===== src/hw/rtl/mld_pkg.sv =====
package mld_pkg;

  // Number of entries in the character table: A to Z, then 0 to 9.
  localparam int unsigned NumGlyphs = 36;

  // Width of the configuration register index.
  localparam int unsigned CfgIdxW = 3;

  // ASCII code of the space that follows a word gap.
  localparam logic [6:0] SpaceChar = 7'd32;

  typedef enum logic [CfgIdxW-1:0] {
    CfgThreshold = 3'd0,
    CfgDotTicks  = 3'd1,
    CfgDashTicks = 3'd2,
    CfgLetterGap = 3'd3,
    CfgWordGap   = 3'd4
  } cfg_idx_e;

  // One result item as it waits in the output register.
  typedef struct packed {
    logic [6:0] char_code;
    logic       last;
  } res_t;

  // Outcome of a table lookup on the pending symbol.
  typedef struct packed {
    logic       hit;
    logic [6:0] char_code;
  } dec_t;

  // Number of elements in each pattern.
  localparam logic [2:0] PatLen [NumGlyphs] = '{
    3'd2, 3'd4, 3'd4, 3'd3, 3'd1, 3'd4, 3'd3, 3'd4, 3'd2,
    3'd4, 3'd3, 3'd4, 3'd2, 3'd2, 3'd3, 3'd4, 3'd4, 3'd3,
    3'd3, 3'd1, 3'd3, 3'd4, 3'd3, 3'd4, 3'd4, 3'd4,
    3'd5, 3'd5, 3'd5, 3'd5, 3'd5, 3'd5, 3'd5, 3'd5, 3'd5, 3'd5
  };

  // Element i of a pattern sits at bit i; a set bit is a dash.
  localparam logic [4:0] PatBits [NumGlyphs] = '{
    5'd2,  5'd1,  5'd5,  5'd1,  5'd0,  5'd4,  5'd3,  5'd0,  5'd0,
    5'd14, 5'd5,  5'd2,  5'd3,  5'd1,  5'd7,  5'd6,  5'd11, 5'd2,
    5'd0,  5'd1,  5'd4,  5'd8,  5'd6,  5'd9,  5'd13, 5'd3,
    5'd31, 5'd30, 5'd28, 5'd24, 5'd16, 5'd0,  5'd1,  5'd3,  5'd7,  5'd15
  };

  localparam logic [6:0] Glyph [NumGlyphs] = '{
    7'd65, 7'd66, 7'd67, 7'd68, 7'd69, 7'd70, 7'd71, 7'd72, 7'd73,
    7'd74, 7'd75, 7'd76, 7'd77, 7'd78, 7'd79, 7'd80, 7'd81, 7'd82,
    7'd83, 7'd84, 7'd85, 7'd86, 7'd87, 7'd88, 7'd89, 7'd90,
    7'd48, 7'd49, 7'd50, 7'd51, 7'd52, 7'd53, 7'd54, 7'd55, 7'd56, 7'd57
  };

endpackage


===== src/hw/rtl/morse_light_decoder.sv =====
// Morse decoder for a sampled light level.
// Input channel: one level_mv_i sample per item, taken when in_valid_i is high
// and in_stall_o is low. Output channel: char_code_o and last_o, taken when
// out_valid_o is high and out_stall_i is low; a sample yields zero, one or two
// items, and last_o marks the final item of a sample.
// Configuration: cfg_index_i selects threshold, dot, dash, letter gap or word
// gap; the write lands when cfg_valid_i and cfg_ready_o are both high. The
// port is always ready, and it is meant to be written while the block is idle.
// An accepted sample waits in the input register until it is processed, and
// its results are then loaded into the output register, where the first one
// is offered.
// Throughput: one sample per cycle while the receiver keeps taking results.
// The two-entry output register sets the pace: a sample is only processed
// once that register empties, so after a sample that makes two items
// (character and space) the next sample waits until the space is taken.
// Reset clears run counters, pending symbol and both handshakes, and loads
// the register defaults. While out_stall_i blocks an offered item, it holds,
// the next sample waits in the input register and in_stall_o is raised.
module morse_light_decoder #(
  parameter int unsigned COUNT_WIDTH = 8,
  parameter int unsigned MAX_SYMBOLS = 6
) (
  input  logic        clk_i,
  input  logic        rst_ni,
  // Sample channel.
  input  logic        in_valid_i,
  output logic        in_stall_o,
  input  logic [11:0] level_mv_i,
  // Result channel.
  output logic        out_valid_o,
  input  logic        out_stall_i,
  output logic [6:0]  char_code_o,
  output logic        last_o,
  // Configuration write channel.
  input  logic        cfg_valid_i,
  output logic        cfg_ready_o,
  input  logic [mld_pkg::CfgIdxW-1:0] cfg_index_i,
  input  logic [11:0] cfg_data_i
);

  // Run lengths are compared against the 8 bit registers at whichever width
  // is larger, so a saturated short counter still compares correctly.
  localparam int unsigned CntW    = COUNT_WIDTH;
  localparam int unsigned MatchW  = (CntW > 8) ? CntW : 8;
  localparam int unsigned SymW    = MAX_SYMBOLS;
  localparam int unsigned SymLenW = $clog2(MAX_SYMBOLS + 1);

  // Configuration registers.
  logic [11:0] thr_q;
  logic [7:0]  dot_q, dash_q, letter_q, word_q;

  // Input register.
  logic        in_vld_q, in_vld_d;
  logic [11:0] level_q;

  // Decoder state.
  logic [CntW-1:0]    on_run_q, on_run_d, off_run_q, off_run_d;
  logic [SymW-1:0]    sym_bits_q, sym_bits_d;
  logic [SymLenW-1:0] sym_len_q, sym_len_d;
  logic               sym_ovf_q, sym_ovf_d;

  // Output register: up to two items, entry 0 is the one on offer.
  mld_pkg::res_t res_q [2];
  mld_pkg::res_t res_d [2];
  logic [1:0]    res_cnt_q, res_cnt_d;

  logic          in_accept, out_pop, proc;
  logic [1:0]    cnt_after_pop;
  logic          lvl_on;
  logic          letter_hit, word_hit, dot_hit, dash_hit;
  mld_pkg::dec_t dec;
  mld_pkg::res_t new_res [2];
  logic [1:0]    new_cnt;

  assign cfg_ready_o = 1'b1;

  always_ff @(posedge clk_i or negedge rst_ni) begin
    if (!rst_ni) begin
      thr_q    <= 12'd110;
      dot_q    <= 8'd1;
      dash_q   <= 8'd2;
      letter_q <= 8'd4;
      word_q   <= 8'd5;
    end else if (cfg_valid_i && cfg_ready_o) begin
      case (mld_pkg::cfg_idx_e'(cfg_index_i))
        mld_pkg::CfgThreshold: thr_q    <= cfg_data_i;
        mld_pkg::CfgDotTicks:  dot_q    <= cfg_data_i[7:0];
        mld_pkg::CfgDashTicks: dash_q   <= cfg_data_i[7:0];
        mld_pkg::CfgLetterGap: letter_q <= cfg_data_i[7:0];
        mld_pkg::CfgWordGap:   word_q   <= cfg_data_i[7:0];
        default: begin
        end
      endcase
    end
  end

  // Handshakes. A sample is processed only when the output register will be
  // empty after this cycle's pop, so its results always fit.
  assign out_valid_o   = (res_cnt_q != 2'd0);
  assign out_pop       = out_valid_o && !out_stall_i;
  assign cnt_after_pop = res_cnt_q - {1'b0, out_pop};
  assign proc          = in_vld_q && (cnt_after_pop == 2'd0);
  assign in_stall_o    = in_vld_q && !proc;
  assign in_accept     = in_valid_i && !in_stall_o;
  assign in_vld_d      = in_accept | (in_vld_q & !proc);

  assign char_code_o = res_q[0].char_code;
  assign last_o      = res_q[0].last;

  mld_decode #(
    .SymW    (SymW),
    .SymLenW (SymLenW)
  ) u_decode (
    .sym_bits_i     (sym_bits_q),
    .sym_len_i      (sym_len_q),
    .sym_overflow_i (sym_ovf_q),
    .dec_o          (dec)
  );

  // A register holding zero never matches a run. Dot wins over dash and the
  // letter gap wins over the word gap when both registers are equal.
  assign lvl_on     = (level_q >= thr_q);
  assign letter_hit = (letter_q != 8'd0) && (MatchW'(off_run_q) == MatchW'(letter_q));
  assign word_hit   = !letter_hit && (word_q != 8'd0) &&
                      (MatchW'(off_run_q) == MatchW'(word_q));
  assign dot_hit    = (dot_q != 8'd0) && (MatchW'(on_run_q) == MatchW'(dot_q));
  assign dash_hit   = !dot_hit && (dash_q != 8'd0) &&
                      (MatchW'(on_run_q) == MatchW'(dash_q));

  always_comb begin
    on_run_d   = on_run_q;
    off_run_d  = off_run_q;
    sym_bits_d = sym_bits_q;
    sym_len_d  = sym_len_q;
    sym_ovf_d  = sym_ovf_q;
    new_res[0] = '{char_code: dec.char_code, last: 1'b1};
    new_res[1] = '{char_code: mld_pkg::SpaceChar, last: 1'b1};
    new_cnt    = 2'd0;
    if (proc) begin
      if (lvl_on) begin
        on_run_d  = (on_run_q == '1) ? on_run_q : on_run_q + 1'b1;
        off_run_d = '0;
        if (letter_hit || word_hit) begin
          sym_bits_d = '0;
          sym_len_d  = '0;
          sym_ovf_d  = 1'b0;
          if (letter_hit) begin
            new_cnt = {1'b0, dec.hit};
          end else if (dec.hit) begin
            new_res[0].last = 1'b0;
            new_cnt         = 2'd2;
          end else begin
            new_res[0] = new_res[1];
            new_cnt    = 2'd1;
          end
        end
      end else begin
        off_run_d = (off_run_q == '1) ? off_run_q : off_run_q + 1'b1;
        on_run_d  = '0;
        if ((dot_hit || dash_hit) && !sym_ovf_q) begin
          if (sym_len_q >= SymLenW'(MAX_SYMBOLS)) begin
            sym_ovf_d = 1'b1;
          end else begin
            for (int i = 0; i < SymW; i++) begin
              if (sym_len_q == SymLenW'(i)) begin
                sym_bits_d[i] = dash_hit;
              end
            end
            sym_len_d = sym_len_q + 1'b1;
          end
        end
      end
    end
  end

  // Output register update: shift on a pop, load when a processed sample makes items.
  always_comb begin
    res_d     = res_q;
    res_cnt_d = cnt_after_pop;
    if (out_pop) begin
      res_d[0] = res_q[1];
    end
    if (proc && (new_cnt != 2'd0)) begin
      res_d     = new_res;
      res_cnt_d = new_cnt;
    end
  end

  always_ff @(posedge clk_i or negedge rst_ni) begin
    if (!rst_ni) begin
      in_vld_q   <= 1'b0;
      on_run_q   <= '0;
      off_run_q  <= '0;
      sym_bits_q <= '0;
      sym_len_q  <= '0;
      sym_ovf_q  <= 1'b0;
      res_cnt_q  <= 2'd0;
    end else begin
      in_vld_q   <= in_vld_d;
      on_run_q   <= on_run_d;
      off_run_q  <= off_run_d;
      sym_bits_q <= sym_bits_d;
      sym_len_q  <= sym_len_d;
      sym_ovf_q  <= sym_ovf_d;
      res_cnt_q  <= res_cnt_d;
    end
  end

  // Payload registers carry no reset.
  always_ff @(posedge clk_i) begin
    if (in_accept) begin
      level_q <= level_mv_i;
    end
    res_q <= res_d;
  end

`ifndef SYNTHESIS
  // The output register never holds more than two items.
  assert property (@(posedge clk_i) disable iff (!rst_ni) res_cnt_q != 2'd3)
    else $error("output register holds more than two items");

  // A pair of items is always a character followed by the closing space.
  assert property (@(posedge clk_i) disable iff (!rst_ni)
    (res_cnt_q == 2'd2) |-> (!res_q[0].last && res_q[1].last &&
                             (res_q[1].char_code == mld_pkg::SpaceChar)))
    else $error("malformed item pair in output register");

  // A lone item closes its sample.
  assert property (@(posedge clk_i) disable iff (!rst_ni)
    (res_cnt_q == 2'd1) |-> res_q[0].last)
    else $error("single pending item not marked last");

  // The input side only stalls while a sample waits in the input register.
  assert property (@(posedge clk_i) disable iff (!rst_ni) in_stall_o |-> in_vld_q)
    else $error("input stalled with empty input register");
`endif

endmodule


===== src/hw/rtl/mld_decode.sv =====
module mld_decode #(
  parameter int unsigned SymW    = 6,
  parameter int unsigned SymLenW = 3
) (
  input  logic [SymW-1:0]    sym_bits_i,
  input  logic [SymLenW-1:0] sym_len_i,
  input  logic               sym_overflow_i,
  output mld_pkg::dec_t      dec_o
);

  // Every table entry is compared in parallel; the patterns are distinct, so
  // at most one entry can hit.
  always_comb begin
    dec_o = '0;
    if (!sym_overflow_i) begin
      for (int i = 0; i < mld_pkg::NumGlyphs; i++) begin
        if ((sym_len_i == SymLenW'(mld_pkg::PatLen[i])) &&
            (sym_bits_i == SymW'(mld_pkg::PatBits[i]))) begin
          dec_o.hit       = 1'b1;
          dec_o.char_code = mld_pkg::Glyph[i];
        end
      end
    end
  end

endmodule

===== config.mk =====
export PLATFORM = sky130hd
export DESIGN_NAME = morse_light_decoder
export DESIGN_NICKNAME = d
export VERILOG_FILES = /design/src/hw/rtl/mld_pkg.sv /design/src/hw/rtl/morse_light_decoder.sv /design/src/hw/rtl/mld_decode.sv
export SDC_FILE = /design/constraint.sdc
export NUM_CORES = 1
export LEC_CHECK = 0
export BUFFER_PORTS_ARGS = -buffer_cell sky130_fd_sc_hd__buf_2
export CORE_ASPECT_RATIO = 0.6
export CORE_MARGIN = 10
export CORE_UTILIZATION = 60
export CTS_CLUSTER_DIAMETER = 150
export DETAILED_ROUTE_END_ITERATION = 6
export GPL_TIMING_DRIVEN = 0
export PLACE_DENSITY = 0.8
export SYNTH_ARGS = -nofsm -noshare
export SYNTH_HDL_FRONTEND = slang
export SYNTH_HIERARCHICAL = 1
export SYNTH_SLANG_ARGS = --single-unit

===== constraint.sdc =====
create_clock -name clk_i -period 3.2 [get_ports clk_i]
set_clock_uncertainty 0.1 [all_clocks]
set_input_delay 0.64 -clock clk_i [delete_from_list [all_inputs] [get_ports clk_i]]
set_output_delay 0.64 -clock clk_i [all_outputs]
set_load 0.05 [all_outputs]

* Word-level counts from Yosys, hierarchy flattened
Index checks and enable logic that the tools add are counted.
** Storage, ports and cells
- Bits in registers :: 93
- Latch bits :: 0
- Memory bits (writable) :: 0
- ROM bits :: 0
- Input bits :: 32
- Output and inout bits :: 11
- Logic and storage cells :: 228
- Memories kept :: 0
** Operators by class
- Add/subtract/negate cells :: 4
- Multiply operators :: 0
- Divide/modulo/power cells :: 0
- Order comparisons :: 2
- Equality and inequality tests :: 37
- Shifts and indexed selects :: 0
- Muxes and demuxes :: 73
- Bitwise gates (word level) :: 2
- Reductions and logical operators :: 90
** Operator list (count)
- $mux W8 :: 46
- $logic_and A1 B1 Y1 :: 48
- $eq A6 B4 Y1 const B :: 6
- $eq A8 B8 Y1 :: 4
- $reduce_bool A8 Y1 :: 4
- $eq A6 B5 Y1 const B :: 5
- $reduce_and A5 Y1 :: 6
- $eq A6 B3 Y1 const B :: 4
- $mux W6 :: 4
- $reduce_bool A2 Y1 :: 11
- $add A8 B1 Y8 const B :: 2
- $eq A8 B8 Y1 const B :: 2
- $mux W16 :: 1
- $reduce_and A2 Y1 :: 7
- $eq A3 B2 Y1 const B :: 4
- $eq A6 B2 Y1 const B :: 2
- $ge A12 B12 Y1 :: 1
- $mux W2 :: 6
- $mux W3 :: 4
- $mux W1 :: 11
- $eq A3 B3 Y1 const B :: 3
- $reduce_and A4 Y1 :: 2
- $mux W7 :: 1
- $eq A3 B1 Y1 const B :: 2
- 13 further kinds :: 22

* Depth between registers and ports, before layout
Gate-level depths: netlist of run 1.
- Depth after elaboration :: 47
- Gate-level depth with buffers :: 11
- Mapped depth without buffers :: 10

* Modules after synthesis
Netlist of run 1, hierarchy kept.
** Modules (own cells, without submodules)
- morse_light_decoder :: instances 1, cells each 411, area each 4680.7 um^2, seq. area each 2439.8 um^2
- mld_decode :: instances 1, cells each 116, area each 735.7 um^2, seq. area each 0.0 um^2

* Least setup slack after synthesis of run 1
Ideal clock, no wire load.
- Path type :: reg-to-reg
- From :: register sym_len_q[2]
- To :: register res_q, in the netlist char_code_o[0] (enable)
- Setup time :: 356 ps
- Arrival time :: 2431 ps
- Required time :: 2744 ps
- Slack :: 313 ps
- Cell stages (with the launch flop) :: 10
- Buffers on the path :: 1
- Period minus slack after synthesis :: 2887 ps
- Path through :: dfrtp_1 > clkbuf_1 > and3b_1 > a32oi_1 > o32ai_1 > nor4_1 > a21oi_1 > ha_1 > o21ai_1 > o21ai_0
** RTL lines
- from (decl) :: line morse_light_decoder.sv:59 : logic [SymLenW-1:0] sym_len_q, sym_len_d;
- from (signal assigned) :: line morse_light_decoder.sv:203 : sym_len_q <= sym_len_d;
- to (signal assigned) :: line morse_light_decoder.sv:214 : res_q <= res_d;
- to (decl) :: line morse_light_decoder.sv:63 : mld_pkg::res_t res_q [2];

==> results.yml, run 1 <==
place:
  port_buffers: 39
  dpl-instance-area_mm2: 0.005754
  gp_routability_congestion: 0.9621
  place_hpwl_mm: 9.958
  dp_cells: 678
cts:
  clock-sinks: 93
  clockBufferDepth: 2
  cts_tree: "built"
  clk_latency_ps: 340
  cts_max_level: 3
  clkTransAtPathRegs_ps: 60
  numCtsBuffers: 9
  clockRootBuffer: "clkbuf_16"
  ctsHoldBuffers: 0
yosys:
  synth_area_leaders: "dfrtp_1 29%, edfxtp_1 11%, mux2_2 7.1%, dfstp_2 4.9%, ha_1 4.9%"
  async_reset_ff_frac: 0.7849
  ys_seq_area_frac: 0.4505
  ys_warn_count: 6
  synth_top_area_frac: 0.2911
  synth_top_cell_by_area: "dfrtp_1"
  syn-mean-instance-area_um2: 10.28
  synth_edf_count: 20
  ys_types: 77
  synth_flop_cell: "dfrtp_1"
  synth_cells: 527
  syn-cell-area_mm2: 0.005416
  syn_nets: 580
  ys_seq_elements: 93
sta:
  setup_viol: 0
  maxSlewViolCount: 0
  hold_violations: 0
  maxSlewHeadroom: 0.2408
  min_period_ps: 3041
  final.setup.tns_ps: 0
  worst_pin_slew_ps: 1130
  fmax_mhz: 328.8
  rsz0062_at_grt: "no"
  fin_crit_sh: 0.9503
worst_setup_path:
  critical_path_class: "reg -> reg"
  path_max_fanout: 9
  ff2ff_path_depth: 8
  worstPathRequired_ps: 3190
  worst-path-stages: 8
  crit_path_end_kind: "flip-flop"
  arrival_ps: 3030
  critPathBufInv: 0
  cp-startpoint: "sym_len_q[0]"
  cpMaxStageDelayCell: "or4b_4"
  critPathLaunchType: "flip-flop"
  path_cells: "or4b_4 -> nor4b_4 -> o311a_2 -> nor4_2 -> a21oi_2 -> ha_1 -> o221a_2 -> and2_1"
  reg2reg_from: "sym_len_q[0]"
  critPathTopFamily: "simple AND/OR/NAND/NOR gates"
  slowest_delay_ps: 580
global_route:
  grt_max_degree: 74
  grt_usage: 0.2084
  grt_pass1_wl_mm: 22.26
  grt_pass1_vias: 4308
  overflow: 0
  antenna_found_initial: 0
cells_and_area:
  syn2layout_area_growth_pct: 13.14
  diodes: 0
  final_nets: 633
  final_area_mm2: 0.006128
  fillers: 683
  fin_cells: 697
  layout-drive-gt1-share: 0.2547
  layout_commonest_cell: "dfrtp_1"
  layout_common_cells: "59 x dfrtp_1, 45 x nand2_1, 44 x buf_2"
floorplan:
  die_h_um: 93.60
  core_mm2: 0.008653
  io-pin-count: 43
  initial_core_util: 0.6259
  die_w_um: 142.7
  die_area_mm2: 0.01335
  rows: 26
routing:
  viasPerCell: 6.188
  wl_per_cell_um: 19.26
  drtIter0Drc: 483
  first_pass_iters: 5
  vias: 4313
  wl_mm: 13.43
  postRouteAntennaNets: 0
  drc: 0
outcome:
  outcome: "complete, no violations"
pwr:
  powerDensity_mw_per_mm2: 735.7
  peakVddDrop_uv: 574.3
  p_leak_nw: 2.621
  p_total_mw: 4.509
min_path:
  hold_path_class: "in -> async"
job:
  max_cap_violations: 0
cell type report:
class / count / area [µm²] / area share
Clock inverter: 5 / 27.53 / 0.004492
Buffer: 31 / 155.1 / 0.02532
Sequential cell: 93 / 2445 / 0.3989
Tap cell: 112 / 140.1 / 0.02287
Timing Repair Buffer: 42 / 220.2 / 0.03593
Clock buffer: 11 / 242.7 / 0.03961
Inverter: 24 / 90.09 / 0.01470
Multi-Input combinational cell: 379 / 2808 / 0.4581
Yosys cell counts (3+ instances only):
library cell  number
dfrtp_1           63
nand2_1           45
nor2_1            37
mux2_2            34
a21oi_1           24
inv_1             24
o21ai_0           23
xor2_1            22
ha_1              21
edfxtp_1          20
clkbuf_1          18
xnor2_1           12
nand3_1           11
a31oi_1           10
and2_1            10
dfstp_2           10
nand4_1           10
nor2b_1            9
nor3_1             9
nor4_1             9
buf_2              7
mux2_1             6
nor3b_1            6
nand2b_1           5
and3_1             4
a211oi_1           3
a22o_2             3
a32oi_1            3
o211ai_1           3
per-stage QoR:
step | hold slack [ps] | util | setup WS, ps
after floorplan | 244.4 | - | 313.3
after global placement | 393.0 | 0.6647 | -196.0
after detailed placement | 402.6 | 0.6650 | -275.3
after CTS | 362.8 | 0.6979 | 15.18
after global routing | 372.2 | 0.7082 | 27.91
final | 332.9 | 0.7082 | 159.0
flip-flops by register name, indices dropped and copies added, names as in the netlist:
register	count
char_code_o	7
dash_q	8
dot_q	8
in_vld_q	1
last_o	1
letter_q	8
level_q	12
off_run_q	8
on_run_q	8
res_cnt_q	2
sym_bits_q	6
sym_len_q	3
sym_ovf_q	1
thr_q	12
word_q	8
final timing paths:
check | to | slack (ps)
max | char_code_o[4] | 160
max reg2reg | char_code_o[4] | 160
min in group clk_i | level_q[7] | 370
min reg2reg | thr_q[5] | 420
max in group asynchronous | sym_len_q[0] | 2000
min | letter_q[7] | 330
worst reg2reg max path: stages (launching register included):
cell	delay [ps]
dfrtp_2	480
or4b_4	580
nor4b_4	350
o311a_2	260
nor4_2	70
a21oi_2	180
ha_1	280
o221a_2	330
and2_1	170
metal layers:
metal / share of wire / track usage / wire, µm / vias to the layer above
met3: 0.097 / 0.07121 / 1298 / 17
met2: 0.42 / 0.3023 / 5654 / 177
met4: 0.011 / 0.04786 / 142 / 0
li1: - / - / - / 2000
met1: 0.47 / 0.2932 / 6329 / 2119
met5: 0 / 0 / 0 / -
repair_timing:
action,4_1_cts,5_1_grt
setup buffers,0,3
pin swaps,0,3
setup endpoints to repair,15,23
gates resized for setup,5,17
report_power, final:
group	switching (mW)	leakage, nW	internal [mW]
Sequential	0.246	1.08	1.52
Clock	0.419	0.128	0.541
Combinational	1.11	1.41	0.679
logic make-up after synthesis:
| logic type | Yosys count | synth area share |
|---|---|---|
| xor gates and xnor gates | 35 | 0.05798 |
| DFF | 93 | 0.4505 |
| other | 1 | 0.0006923 |
| buffers and inverters | 55 | 0.04389 |
| adders and majority gates | 21 | 0.04851 |
| and+or+nand+nor | 177 | 0.1774 |
| AOI/OAI and AO/OA | 103 | 0.1342 |
| muxes | 42 | 0.08686 |
Note: power is estimated with default switching activity, not from simulation.
==> run 2, diff against run 1 <==
--- a/config.mk
+++ b/config.mk
@@ -13,6 +13,7 @@
 export DETAILED_ROUTE_END_ITERATION = 6
 export GPL_TIMING_DRIVEN = 0
 export PLACE_DENSITY = 0.8
+export REMOVE_ABC_BUFFERS = 1
 export SYNTH_ARGS = -nofsm -noshare
 export SYNTH_HDL_FRONTEND = slang
 export SYNTH_HIERARCHICAL = 1
==> constraint.sdc (replaced) <==
create_clock -name clk_i -period 2.8 [get_ports clk_i]
set_clock_uncertainty 0.1 [all_clocks]
set_input_delay 0 -clock clk_i [delete_from_list [all_inputs] [get_ports clk_i]]
set_output_delay 0 -clock clk_i [all_outputs]
set_load 0.05 [all_outputs]
==> run 2 against run 1 <==
The flow now finishes with violations (DRC, setup timing). Maximum frequency grew 6.3%. Worst setup slack lost 220 ps. First-iteration DRC count grew 21%. Utilization grew 8.1 points. Register-to-register slack lost 220 ps. Non-clock buffer count grew 36. Combinational power grew 44%. Largest power group unchanged. Routed wire length grew 16%.
==> results.yml, run 2 (synthesized netlist as in run 1, its figures left out) <==
outcome:
  outcome: "finished with violations"
  violations: "DRC, setup timing"
floorplan:
  die_area_mm2: 0.01335
  die_h_um: 93.60
  rows: 26
  initial_core_util: 0.6259
  die_w_um: 142.7
  io-pin-count: 43
  core_mm2: 0.008653
cells_and_area:
  syn2layout_area_growth_pct: 26.13
  final_util: 0.7895
  layout_commonest_cell: "dfrtp_1"
  final_nets: 669
  top_regs: "level_q (12), thr_q (12)"
  fin_cells: 734
  layout-drive-gt1-share: 0.3366
  layout_common_cells: "53 x dfrtp_1, 45 x nand2_1, 40 x buf_2"
  final_area_mm2: 0.006832
pwr:
  power.switching_mw: 2.319
  powerDensity_mw_per_mm2: 869.5
  swShare: 0.3905
  p_clk_frac: 0.219
  p_int_mw: 3.621
  peakVddDrop_uv: 443.0
  seqPwrFrac: 0.348
  p_comb_frac: 0.433
  p_leak_nw: 2.904
cts:
  cts_tree: "built"
  cts_max_level: 3
  numCtsBuffers: 9
  clockRootBuffer: "clkbuf_16"
  clk_latency_ps: 350
  clock-sinks: 93
  clockBufferDepth: 2
  clkTransAtPathRegs_ps: 60
routing:
  wl_mm: 15.54
  drtIter0Drc: 586
  vias: 4615
  wl_per_cell_um: 21.17
  drc: 1
  viasPerCell: 6.287
  postRouteAntennaNets: 0
  first_pass_iters: 7
worst_setup_path:
  worstPathRequired_ps: 2800
  rr_endpoint: "char_code_o[6]"
  arrival_ps: 2860
  critical_path_class: "reg -> reg"
  critPathLaunchType: "flip-flop"
  reg2reg_from: "sym_bits_q[1]"
  reg2reg_slack_ps: -60
  crit_path_end_kind: "flip-flop"
  crit_path_end: "char_code_o[6]"
  ff2ff_path_depth: 8
  path_max_fanout: 7
  cp-startpoint: "sym_bits_q[1]"
sta:
  rsz0062_at_grt: "yes"
  worst_pin_slew_ps: 1174
  hold_violations: 0
  maxSlewHeadroom: 0.2116
  setup_viol: 7
  min_period_ps: 2859
  maxSlewViolCount: 0
  fmax_mhz: 349.7
  layout_setup_ws_ps: -59.43
  fin_crit_sh: 1.021
global_route:
  globalRouteMet3Util: 0.06768
  gr-usage-met1: 0.3065
  grt_usage: 0.2247
  grt_pass1_wl_mm: 23.80
  antenna_found_initial: 1
  grt_most_used_layer: "met2"
  grtUsageMet2: 0.3422
  grt_max_degree: 74
  overflow: 0
  grt_pass1_vias: 4508
job:
  max_cap_violations: 0
place:
  port_buffers: 41
  place_hpwl_mm: 9.496
  dpl-instance-area_mm2: 0.005633
  preCtsSetupSlack_ps: -805.5
  gp_routability_congestion: 0.9498
  dp_cells: 650
min_path:
  hold_path_class: "in -> reg"
run 2: changes by cell type in the layout (fill, tap and decap cells not counted), moves of 4 or more:
cell	change
and2_4	+4
dfrtp_1	-6
buf_4	+32
dlygate4sd3_1	+29
buf_2	-4
and2_1	-5
clkbuf_1	-15
mux2_1	-6
nor2_1	-4
mux2_4	+6
run 2: cell type report:
| cell class | instances | area [µm²] |
|---|---|---|
| multi-input cells | 379 | 3033 |
| fillers | 522 | 1822 |
| clock inverters | 6 | 85.08 |
| diodes | 1 | 2.502 |
| well taps | 112 | 140.1 |
| clock buffers | 10 | 229.0 |
| flip-flops and latches | 93 | 2460 |
| inverters | 24 | 90.09 |
| repair buffers | 109 | 792.0 |
run 2: power by group through the flow:
stage               logic (mW)  clock network, mW  registers [mW]
finish                    2.57               1.30            2.07
global route              2.77               1.36            2.10
CTS                       2.30               1.31            2.05
detailed placement        1.81                  0            2.12
global placement          1.70                  0            2.10
floorplan                 1.30                  0            2.07
run 2: timing repair:
action	CTS	global route
resized for setup	39	27
buffers inserted	23	15
hold buffers	29	0
endpoints found under the setup margin	29	26
pin swaps	15	21
hold endpoints to repair	128	0
run 2: how the worst min path moves through the flow:
stage               depth (start not counted)            from         end  slack (ps)
floorplan                                   0          rst_ni   dash_q[0]        -400
global placement                            1   level_mv_i[9]  level_q[9]          80
detailed placement                          1   level_mv_i[1]  level_q[1]          80
CTS                                         3  cfg_index_i[0]    thr_q[0]           3
global route                                3  cfg_index_i[0]    thr_q[0]          40
finish                                      3  cfg_index_i[0]    thr_q[0]          40
run 2: per-stage QoR:
stage               TNS [ps]  hold slack [ps]  power, mW
finish                -319.6            36.90      5.940
floorplan              -2827           -395.6      3.367
CTS                   -558.0            3.414      5.657
global placement      -11880            76.20      3.791
detailed placement    -12940            78.66      3.925
global route           -1058            38.57      6.236
run 2: routing by layer:
metal,part of all wire,up-vias
li1,-,2078
met1,0.43,2228
met2,0.45,253
met3,0.094,56
met4,0.025,0
met5,0,-
run 2: critical path: stages (launching register included):
cell and delay [ps]:
dfrtp_4 500, or4b_4 520, nor4b_4 310, o311a_4 230
nor4_4 60, a21oi_2 210, ha_4 250, o221a_4 290
and2_4 160
